File: config.mk
export PLATFORM = sky130hd
export DESIGN_NAME = tip_frame_parity_subcom_demux
export DESIGN_NICKNAME = d
export VERILOG_FILES = /design/src/sv/tfp_pkg.sv /design/src/sv/tfp_front.sv /design/src/sv/tfp_queue.sv /design/src/sv/tfp_back.sv /design/src/sv/tip_frame_parity_subcom_demux.sv
export SDC_FILE = /design/constraint.sdc
export NUM_CORES = 1
export LEC_CHECK = 0
export BUFFER_PORTS_ARGS = -buffer_cell sky130_fd_sc_hd__buf_2
export CAP_MARGIN = 40
export CORE_ASPECT_RATIO = 1.75
export CORE_MARGIN = 4
export CORE_UTILIZATION = 60
export CTS_CLUSTER_DIAMETER = 30
export DETAILED_ROUTE_END_ITERATION = 10
export PLACE_DENSITY_LB_ADDON = 0.08
export SLEW_MARGIN = 5
export SYNTH_ARGS = -nofsm -noshare
export SYNTH_HDL_FRONTEND = slang
export SYNTH_SLANG_ARGS = --single-unit
File: constraint.sdc
create_clock -name clk -period 14.7 [get_ports clk]
set_input_delay 2.94 -clock clk [delete_from_list [all_inputs] [get_ports clk]]
set_output_delay 2.94 -clock clk [all_outputs]
set_load 0.01 [all_outputs]
File: src/sv/tfp_pkg.sv
// shared types, constants and helpers for the minor frame parity and subcom demux
`timescale 1ns / 1ps
`default_nettype none
package tfp_pkg;

  localparam logic [6:0] FRAME_LEN        = 7'd104;
  localparam logic [6:0] PARITY_POS       = 7'd103;
  localparam logic [6:0] FIRST_GROUP_POS  = 7'd2;
  localparam logic [6:0] GROUP_LEN        = 7'd17;
  localparam logic [6:0] LAST_GROUP_FIRST = 7'd87;
  localparam logic [6:0] FNUM_HI_POS      = 7'd4;
  localparam logic [6:0] FNUM_LO_POS      = 7'd5;
  localparam logic [6:0] SUBCOM_FIRST     = 7'd8;
  localparam logic [6:0] SUBCOM_LAST      = 7'd15;
  localparam logic [8:0] FRAME_MAX        = 9'd319;
  localparam logic [8:0] HALF_ROW         = 9'd160;
  localparam logic [15:0] COUNT_MAX       = 16'hFFFF;
  localparam logic [16:0] RECIP10         = 17'd205;
  localparam int          RECIP10_SHIFT   = 11;
  localparam logic [5:0]  TEN             = 6'd10;

  localparam logic [2:0] CH_ANALOG32S   = 3'd0;
  localparam logic [2:0] CH_ANALOG16S   = 3'd1;
  localparam logic [2:0] CH_ANALOG1S    = 3'd2;
  localparam logic [2:0] CH_ANALOG16S_B = 3'd3;
  localparam logic [2:0] CH_DIGITAL1    = 3'd4;
  localparam logic [2:0] CH_DIGITAL2    = 3'd5;
  localparam logic [2:0] CH_DAU1        = 3'd6;
  localparam logic [2:0] CH_DAU2        = 3'd7;

  typedef struct packed {
    logic [8:0]      frame_number;
    logic            frame_good;
    logic [15:0]     good_count;
    logic [7:0][7:0] subcom;
  } frame_desc_t;

  // subcom byte (offset from byte 8) carried by each channel
  function automatic logic [2:0] subcom_index(input logic [2:0] ch);
    logic [2:0] r;
    case (ch)
      CH_ANALOG32S:   r = 3'd1;
      CH_ANALOG16S:   r = 3'd2;
      CH_ANALOG1S:    r = 3'd3;
      CH_ANALOG16S_B: r = 3'd5;
      CH_DIGITAL1:    r = 3'd0;
      CH_DIGITAL2:    r = 3'd4;
      CH_DAU1:        r = 3'd6;
      CH_DAU2:        r = 3'd7;
      default:        r = 3'd0;
    endcase
    return r;
  endfunction

endpackage
`default_nettype wire

File: src/sv/tfp_front.sv
// front end: byte position tracking, parity accumulation and frame descriptor capture
`timescale 1ns / 1ps
`default_nettype none
module tfp_front import tfp_pkg::*; (
  input  wire logic        clk,
  input  wire logic        rst,
  input  wire logic        parity_check_enable_we,
  input  wire logic        parity_check_enable,
  input  wire logic        push,
  output logic             full,
  input  wire logic [7:0]  frame_byte,
  input  wire logic        frame_start,
  input  wire logic        q_full,
  output logic             q_push,
  output frame_desc_t      q_desc
);

  logic [6:0]      pos;
  logic [5:0]      acc;
  logic [8:0]      fnum;
  logic [7:0][7:0] subcom;
  logic [15:0]     gcnt;
  logic            check_en;

  logic        accept, take;
  logic [6:0]  p;
  logic        odd, odd_hi;
  logic [5:0]  acc_base, contrib, acc_next, acc_fin, pbits;
  logic        good;
  logic [15:0] gcnt_next;

  assign full   = q_full;
  assign accept = push && !full;
  assign p      = frame_start ? 7'd0 : pos;
  assign take   = accept && (frame_start || pos < FRAME_LEN);
  assign odd    = ^frame_byte;
  assign odd_hi = ^frame_byte[7:1];

  always_comb begin
    contrib = 6'd0;
    if (p >= FIRST_GROUP_POS && p < LAST_GROUP_FIRST) begin
      if (p < FIRST_GROUP_POS + GROUP_LEN)             contrib[0] = odd;
      else if (p < FIRST_GROUP_POS + 7'd2 * GROUP_LEN) contrib[1] = odd;
      else if (p < FIRST_GROUP_POS + 7'd3 * GROUP_LEN) contrib[2] = odd;
      else if (p < FIRST_GROUP_POS + 7'd4 * GROUP_LEN) contrib[3] = odd;
      else                                             contrib[4] = odd;
    end else if (p >= LAST_GROUP_FIRST && p < PARITY_POS) begin
      contrib[5] = odd;
    end
  end

  assign acc_base = (p == 7'd0) ? 6'd0 : acc;
  assign acc_next = acc_base ^ contrib;
  assign acc_fin  = acc_base ^ {odd_hi, 5'd0};
  // group i is checked against bit 5-i of the parity byte
  assign pbits    = {frame_byte[0], frame_byte[1], frame_byte[2],
                     frame_byte[3], frame_byte[4], frame_byte[5]};
  assign good     = !check_en || (acc_fin == pbits);
  assign q_push   = take && (p == PARITY_POS) && (fnum <= FRAME_MAX);
  assign gcnt_next = (good && gcnt != COUNT_MAX) ? gcnt + 16'd1 : gcnt;

  always_comb begin
    q_desc.frame_number = fnum;
    q_desc.frame_good   = good;
    q_desc.good_count   = gcnt_next;
    q_desc.subcom       = subcom;
  end

  always_ff @(posedge clk) begin
    if (rst) begin
      pos      <= 7'd0;
      acc      <= 6'd0;
      fnum     <= 9'd0;
      gcnt     <= 16'd0;
      check_en <= 1'b1;
    end else begin
      if (parity_check_enable_we) check_en <= parity_check_enable;
      if (take) begin
        pos <= p + 7'd1;
        acc <= (p == PARITY_POS) ? acc_fin : acc_next;
        if (p == FNUM_HI_POS) fnum[8]   <= frame_byte[0];
        if (p == FNUM_LO_POS) fnum[7:0] <= frame_byte;
      end
      if (q_push) gcnt <= gcnt_next;
    end
  end

  always_ff @(posedge clk) begin
    if (take && p >= SUBCOM_FIRST && p <= SUBCOM_LAST) subcom[p[2:0]] <= frame_byte;
  end

endmodule
`default_nettype wire

File: src/sv/tfp_queue.sv
// two-entry frame descriptor queue between front and back
`timescale 1ns / 1ps
`default_nettype none
module tfp_queue import tfp_pkg::*; (
  input  wire logic  clk,
  input  wire logic  rst,
  input  wire logic  wr,
  input  wire frame_desc_t wr_desc,
  output logic       q_full,
  input  wire logic  rd,
  output logic       q_empty,
  output frame_desc_t rd_desc
);

  frame_desc_t entry [2];
  logic        wptr, rptr;
  logic [1:0]  count;

  assign q_full  = (count == 2'd2);
  assign q_empty = (count == 2'd0);
  assign rd_desc = entry[rptr];

  always_ff @(posedge clk) begin
    if (rst) begin
      wptr  <= 1'b0;
      rptr  <= 1'b0;
      count <= 2'd0;
    end else begin
      if (wr) wptr <= !wptr;
      if (rd) rptr <= !rptr;
      if (wr && !rd)      count <= count + 2'd1;
      else if (rd && !wr) count <= count - 2'd1;
    end
  end

  always_ff @(posedge clk) begin
    if (wr) entry[wptr] <= wr_desc;
  end

endmodule
`default_nettype wire

File: src/sv/tfp_back.sv
// back end: expands one frame descriptor into eight channel items
`timescale 1ns / 1ps
`default_nettype none
module tfp_back import tfp_pkg::*; (
  input  wire logic  clk,
  input  wire logic  rst,
  input  wire logic  q_empty,
  output logic       q_pop,
  input  wire frame_desc_t q_desc,
  output logic       empty,
  input  wire logic  pop,
  output logic [2:0] channel,
  output logic [8:0] slot,
  output logic [7:0] value,
  output logic [8:0] frame_number,
  output logic       frame_good,
  output logic       row_start,
  output logic [15:0] good_count,
  output logic       last
);

  frame_desc_t desc;
  logic        busy;
  logic [2:0]  idx;
  logic        ov;

  logic        out_free;
  logic [16:0] prod;
  logic [5:0]  quo;
  logic [8:0]  m10, m160, slot_c;

  assign empty    = !ov;
  assign out_free = !ov || pop;
  assign q_pop    = !busy && !q_empty;

  // mod 10 by reciprocal, exact for frame numbers below 320
  assign prod = {8'd0, desc.frame_number} * RECIP10;
  assign quo  = prod[RECIP10_SHIFT +: 6];
  assign m10  = desc.frame_number - ({3'd0, quo} * {3'd0, TEN});
  assign m160 = (desc.frame_number >= HALF_ROW) ? desc.frame_number - HALF_ROW
                                                : desc.frame_number;

  always_comb begin
    case (idx)
      CH_ANALOG32S:                        slot_c = desc.frame_number;
      CH_ANALOG16S, CH_ANALOG16S_B:        slot_c = m160;
      CH_DIGITAL1, CH_DIGITAL2:            slot_c = {1'b0, desc.frame_number[4:0], 3'd0};
      CH_ANALOG1S, CH_DAU1, CH_DAU2:       slot_c = m10;
      default:                             slot_c = m10;
    endcase
  end

  always_ff @(posedge clk) begin
    if (rst) begin
      busy <= 1'b0;
      idx  <= 3'd0;
      ov   <= 1'b0;
    end else begin
      if (q_pop) begin
        busy <= 1'b1;
        idx  <= 3'd0;
      end
      if (out_free) ov <= busy;
      if (busy && out_free) begin
        idx <= idx + 3'd1;
        if (idx == CH_DAU2) busy <= 1'b0;
      end
    end
  end

  always_ff @(posedge clk) begin
    if (q_pop) desc <= q_desc;
    if (busy && out_free) begin
      channel      <= idx;
      slot         <= slot_c;
      value        <= desc.frame_good ? desc.subcom[subcom_index(idx)] : 8'd0;
      frame_number <= desc.frame_number;
      frame_good   <= desc.frame_good;
      row_start    <= (slot_c == 9'd0);
      good_count   <= desc.good_count;
      last         <= (idx == CH_DAU2);
    end
  end

endmodule
`default_nettype wire

File: src/sv/tip_frame_parity_subcom_demux.sv
// top level: minor frame parity check and subcommutated channel demux
//
//   channel   direction  handshake     payload
//   bytes     in         push / full   frame_byte, frame_start
//   results   out        pop / empty   channel, slot, value, frame_number,
//                                      frame_good, row_start, good_count, last
//   config    in         _we           parity_check_enable
//
// one byte is taken every cycle while full is low; full rises only when the
// two-entry frame queue is full and the back end is stalled by the sink.
// each frame numbered 0..319 yields eight items, one per cycle while pop is high,
// from the output register; a gap follows each frame while the back end reloads.
// items pass queue entry, descriptor register and output register in that order.
// synchronous reset clears position, parity, count and queues; check enable = 1.
`timescale 1ns / 1ps
`default_nettype none
module tip_frame_parity_subcom_demux import tfp_pkg::*; (
  input  wire logic        clk,
  input  wire logic        rst,
  input  wire logic        parity_check_enable_we,
  input  wire logic        parity_check_enable,
  input  wire logic        push,
  output logic             full,
  input  wire logic [7:0]  frame_byte,
  input  wire logic        frame_start,
  output logic             empty,
  input  wire logic        pop,
  output logic [2:0]       channel,
  output logic [8:0]       slot,
  output logic [7:0]       value,
  output logic [8:0]       frame_number,
  output logic             frame_good,
  output logic             row_start,
  output logic [15:0]      good_count,
  output logic             last
);

  frame_desc_t wr_desc, rd_desc;
  logic        q_push, q_full, q_pop, q_empty;

  tfp_front u_front (
    .clk(clk), .rst(rst),
    .parity_check_enable_we(parity_check_enable_we),
    .parity_check_enable(parity_check_enable),
    .push(push), .full(full),
    .frame_byte(frame_byte), .frame_start(frame_start),
    .q_full(q_full), .q_push(q_push), .q_desc(wr_desc)
  );

  tfp_queue u_queue (
    .clk(clk), .rst(rst),
    .wr(q_push), .wr_desc(wr_desc), .q_full(q_full),
    .rd(q_pop), .q_empty(q_empty), .rd_desc(rd_desc)
  );

  tfp_back u_back (
    .clk(clk), .rst(rst),
    .q_empty(q_empty), .q_pop(q_pop), .q_desc(rd_desc),
    .empty(empty), .pop(pop),
    .channel(channel), .slot(slot), .value(value),
    .frame_number(frame_number), .frame_good(frame_good),
    .row_start(row_start), .good_count(good_count), .last(last)
  );

endmodule
`default_nettype wire

* Word level (Yosys, flattened, before mapping)
Memories as Yosys holds them, arrays and structs flattened. A register that Yosys moved wholly into a read port is not among the register bits.
Cells that the tools add are included.
** Operators by class
- Add/sub/neg operators :: 7
- $mul :: 2
- Magnitude comparators :: 16
- Eq/ne operators :: 13
- Muxes and demuxes :: 34
- Bitwise operators :: 2
- Reductions and logical operators :: 39
** Operator list (number)
- bitwise mux 64 bit :: 1
- one-hot mux 9 bit (4 select lines) :: 1
- less-than comparator 7 bit (second input constant) :: 4
- binary-select mux 8 bit (select 3 bit) :: 1
- demux 8 bit (select 3 bit) :: 1
- 2-to-1 mux 3 bit :: 6
- multiplier 9 x 8 -> 17 bit (second input constant) :: 1
- adder 16 x 1 -> 16 bit (second input constant) :: 1
- 2-to-1 mux 16 bit :: 1
- 2-to-1 mux 8 bit :: 2
- != test 16 bit (second input constant) :: 1
- == test 7 x 3 -> 1 bit (second input constant) :: 2
- logical AND 1 bit :: 14
- less-than comparator 7 x 6 -> 1 bit (second input constant) :: 2
- == test 3 bit (second input constant) :: 4
- 2-to-1 mux 1 bit :: 12
- 2-to-1 mux 6 bit :: 2
- XOR 6 bit :: 2
- >= comparator 9 x 8 -> 1 bit (second input constant) :: 1
- <= comparator 9 bit (second input constant) :: 1
- logical NOT 1 bit :: 9
- logical NOT 9 bit :: 1
- 2-to-1 mux 9 bit :: 1
- subtractor 9 x 8 -> 9 bit (second input constant) :: 1
- other kinds (32) :: 41
** Word-level totals
- Flip-flop bits (word level) :: 160
- Bits in writable memories :: 180
- ROM bits :: 24
- Input port bits :: 15
- Output and inout port bits :: 50
- Word-level logic and storage cells :: 143
- Memories :: 2
** Memories
- u_queue.entry :: depth 2, width 90, read ports 1, clocked after Yosys merged registers in 1, wr ports 1, RTL line tfp_queue.sv:15 : frame_desc_t entry [2];
- (name not given) :: depth 8, width 3, read ports 1, clocked after Yosys merged registers in 1, wr ports 0, RTL line tfp_pkg.sv:41 : case (ch)

* Longest topological paths before layout
- Word-level depth :: 10
- Depth in mapped cells :: 29
- Depth with buffers taken out :: 29

* Hierarchy
A second synthesis with hierarchy kept.
** Unflattened totals
- Cells, all modules :: 1220
- Area, all modules :: 18662.9 sq um
** Modules (own cells, without submodules)
- tfp_back :: instances 1, cells an instance 490, area an instance 7199.4 sq um, sequential area each 4304.1 sq um
- tfp_queue :: instances 1, cells an instance 302, area an instance 6735.2 sq um, sequential area each 5505.3 sq um
- tfp_front :: instances 1, cells an instance 428, area an instance 4728.3 sq um, sequential area each 2702.6 sq um

* Worst setup path after synthesis
Ideal clock, no wire load.
- Path kind :: input-to-reg
- From :: in frame_start
- To :: mem u_queue.entry[0][0] (netlist bit), enable pin
- Library setup time :: 649 ps
- Data arrival time :: 10160 ps
- Required time :: 14051 ps
- Path slack :: 3891 ps
- Stages :: 7
- Path buffers :: 1
- Path through :: clkbuf_1 > nand2b_1 > inv_1 > ha_1 > and3b_1 > nand3_1 > nor3_1
** On the way
- Word-level cells in the longest chain between the ends :: 6
- Elaborated cells on any way between the ends :: 8
- Classes of those cells :: eq/ne: 1; mux: 3; reduce/logical: 4
** Ends and longest elaborated chain
- from (decl) :: RTL line tip_frame_parity_subcom_demux.sv:25 : input wire logic frame_start,
- 2-to-1 mux 7 bit or logical OR 1 bit (tied branches) :: RTL line tfp_front.sv:34, tfp_front.sv:35
- == test 7 bit or logical AND 1 bit (tied branches) :: RTL line tfp_front.sv:59, tfp_front.sv:35
- logical AND 1 bit (*) (2 in series) :: RTL line tfp_front.sv:59 : assign q_push = take && (p == PARITY_POS) && (fnum <= FRAME_MAX);
- 2-to-1 mux 1 bit (*) :: RTL line tfp_queue.sv:37 : if (wr) entry[wptr] <= wr_desc;
- 2-to-1 mux 1 bit (implied by the code) (*) :: RTL line tfp_queue.sv:37
- to (decl) :: RTL line tfp_queue.sv:15
Every way passes the cells marked *; elsewhere a longest branch is shown, timed or not.

* Final worst setup path
- From :: reg u_back.desc[83] (netlist name)
- To :: reg u_back.row_start (data pin)
** On the way
- Word-level cells in the longest chain between the ends :: 5
- Elaborated cells on any way between the ends :: 8
- Classes of those cells :: add/sub: 2; mul: 2; order compare: 1; mux: 2; reduce/logical: 1
** Ends and longest elaborated chain
- multiplier 9 x 8 -> 17 bit :: RTL line tfp_back.sv:37 : assign prod = {8'd0, desc.frame_number} * RECIP10;
- multiplier 6 x 3 -> 8 bit :: RTL line tfp_back.sv:39 : assign m10 = desc.frame_number - ({3'd0, quo} * {3'd0, TEN});
- subtractor 9 bit :: RTL line tfp_back.sv:39
- one-hot mux 9 bit (4 select lines) (*) :: RTL line tfp_back.sv:44 : case (idx)
- net u_back.slot_c[5] :: RTL line tfp_back.sv:30 : logic [8:0] m10, m160, slot_c;
- logical NOT 9 bit (*) :: RTL line tfp_back.sv:79 : row_start <= (slot_c == 9'd0);
- to (signal assigned) :: RTL line tfp_back.sv:79
- to (decl) :: RTL line tfp_back.sv:17 : output logic row_start,
Mark *: on every way through the listed nets, which the timed path passes. The rest lies on a longest branch.
A chain may end at the register's enable or synchronous reset.

==> summary.md <==
| Metric | Value |
|---|---|
| Status | `finished, final reports clean` |
| Setup repair bufs after CTS | `0` |
| EDFF count, synth | `382` |
| Slew @ Worst Pin | `0.842 ns` |
| Initial DRC Count | `669` |
| Vias | `9,692` |
| Die width | `140 um` |
| Worst setup EP type | `flip-flop` |
| Number of max-cap violations | `0` |
| Final non-filler cell area | `20,800 um2` |
| Most frequent cell after synthesis | `edfxtp_1` |
| Detailed Place HPWL | `22.2 mm` |
| Syn Inst Count | `1,179` |
| Crit path launch | `u_back.desc[83]` |
| Reg2Reg Depth | `27` |
| CTS buffer count | `46` |
| Hold Crit Depth | `0` |
| Number of synthesized register bits | `433` |
| CP Depth | `27` |
| Fin Hold WS | `0.416 ns` |
| Pre-CTS WS | `7.93 ns` |
| Starting Density | `0.609` |
| Post-cts resize count | `0` |
| Synth Warn # | `0` |
| IO Port Bufs | `64` |
| Post-route setup TNS | `0 ns` |
| Worst Path Buf+Inv | `4` |
| Total Power | `3.12 mW` |
| Vias in the first global route | `9,920` |
| Post-synth top area share | `0.627` |
| LEAKAGE | `7.13 nW` |
| # DRC | `0` |
| Gp weighted congestion | `0.860` |
| Peak VDD IR | `0.000108 V` |
| Htree depth | `2` |
| Placed insts | `1,612` |
| Num Clock Sinks | `433` |
| Fmax | `147 MHz` |
| Tcrit/Tclk final | `0.463` |
| Fin crit period | `6.80 ns` |
| WL/cell | `20.5 um` |
| CP max FO | `8` |
| Data required, critical path | `15.06 ns` |
| Row Count | `84` |
| Sequential area share after synthesis | `0.683` |
| Synthesized cell area | `18,300 um2` |
| Layout net count | `1,381` |
| Ports | `65` |
| CP most frequent cell | `ha_1` |
| Critical path's slowest cell | `edfxtp_1` |
| Cell family with the largest share of critical-path delay | `adder cells` |
| Final Non-Filler Cells | `1,695` |
| Critical path's largest stage delay | `0.55 ns` |
| Hold Fails Final Rpt | `0` |
| ANT cells | `0` |
| Final Skew | `0.0192 ns` |
| Worst setup margin | `7.90 ns` |
| Synth cell count leaders | `382 x edfxtp_1, 90 x mux2_2, 78 x ha_1, 69 x inv_1, 64 x nor2_1` |
| Top post-synthesis cells by area | `edfxtp_1 63%, dfxtp_1 5.6%, mux2_2 5.5%` |
| Reg clk slew, reported paths | `0.07 ns` |
| Slew Limit Fails | `0` |
| Setup violators final | `0` |
| P&R area growth vs syn | `13.5%` |
| First-pass GRT wire length | `54.6 mm` |
| Core area | `30,100 um2` |
| Root Driver | `clkbuf_16` |
| Post-route ant nets | `0` |
| Gr ovfl total | `0` |
| Post-cts hold buffer count | `0` |
| First-pass DRT Iterations | `6` |
| Synth unique cells | `63` |
| CTS tree | `built` |
| Worst r2r src | `u_back.desc[83]` |
| Post-DP Area | `19,200 um2` |
| Pwr dens | `150 nW/um2` |
| Ratio of cells with drive above 1 in the final layout | `0.219` |
| Maximum clock path buffer count | `3` |
| Worst hold start | `u_back.desc[79]` |
| CP Class | `reg -> reg` |
| Core Util, Final | `0.691` |
| Hold Path Class | `reg -> reg` |
| GRT Overall Usage | `0.211` |
| Skew-Pair Late Insertion Delay | `0.55 ns` |
| Ys async rst share | `0` |
| Vias/cell | `5.72` |
| Total Routed Length | `34.7 mm` |
| Relative slew slack | `0.438` |
| Die height | `239 um` |
| Main synth FF type | `edfxtp_1` |
| Largest net degree at the start of global routing | `62` |
| RSZ-0062 raised after global routing | `false` |
| Crit path launch type | `flip-flop` |
| Initial antenna violation count | `0` |
| Die area | `33,500 um2` |
| Arrival time worst endpoint | `7.16 ns` |
| Syn_nets | `1,287` |
| Area leader, netlist | `edfxtp_1` |
| Average size of a mapped cell | `15.5 um2` |
## cell usage in the layout (no fill, tap or decap), drive strengths merged, types with 3 or more instances in the layout
cell type / n
xnor2: 40
mux2i: 11
nor3: 15
nor2: 64
ha: 78
nor3b: 3
mux4: 16
o21ai: 25
a31oi: 7
xor2: 25
edfxtp: 382
mux2: 91
buf: 86
clkinv: 15
inv: 78
nand2b: 5
nor4bb: 3
o21a: 5
fa: 15
clkbuf: 51
a21oi: 35
and3: 11
a21o: 5
a22oi: 4
bufinv: 4
dfxtp: 51
and2: 10
xnor3: 3
o32ai: 3
a211oi: 9
nor2b: 18
nand2: 61
o21bai: 3
nand3: 23
clkinvlp: 4
o211ai: 6
nor4: 5
nand4: 8
## power by group
| part | total [mW] | internal [mW] | switching, mW |
|---|---|---|---|
| Clock | 1.15 | 0.662 | 0.485 |
| Sequential | 1.55 | 1.49 | 0.0626 |
| Combinational | 0.418 | 0.185 | 0.233 |
## layer usage
metal | GRT usage | wire (um)
met3 | 0.0282 | 1360
met4 | 0.0673 | 966
met2 | 0.379 | 18500
met5 | 0 | 0
met1 | 0.265 | 13800
## kinds of logic (layout without fill, tap and decap cells)
| group | Yosys count | after routing | share of synthesized area |
|---|---|---|---|
| AO/OA/AOI/OAI | 120 | 120 | 0.0427 |
| XOR/XNOR | 68 | 68 | 0.0349 |
| adder cells (fa/ha/maj) | 93 | 93 | 0.0698 |
| buffers and inverters | 109 | 238 | 0.0236 |
| flip-flops | 433 | 433 | 0.683 |
| multiplexers | 118 | 118 | 0.0817 |
| AND/OR/NAND/NOR | 238 | 238 | 0.0646 |
## cell type report
class	count	area (um2)
fillers	2056	9290
flip-flops and latches	433	12500
well taps	387	484
clock buffers	51	1170
clock inverters	32	368
repair buffers	86	569
multi-input cells	637	5430
inverters	69	260
## worst reg2reg max path, delay by kind of cell (launching register included)
family,cells,cell delay (ns)
xor+xnor,1,0.17
compound gates,6,1.13
flops,1,0.55
buf+inv,4,0.30
simple gates,7,0.97
fa+ha+maj,9,3.49
## path summary, 6_finish.rpt
path / endpoint / slack [ns]
worst max-delay path: u_back.row_start / 7.90
worst min register to register: u_back.good_count[15] / 0.42
worst min-delay path: u_back.good_count[15] / 0.42
worst max register to register: u_back.row_start / 7.90
## sequential cells by signal (all words and copies together) (netlist names), 8 cells and up, named ones only
signal / cells
u_back.value: 8
u_back.desc: 90
u_front.q_desc: 64
u_front.gcnt: 16
u_back.frame_number: 9
u_queue.entry: 180
u_front.fnum: 9
u_back.good_count: 16
u_back.slot: 9
Power figures use the tool's default switching activity.
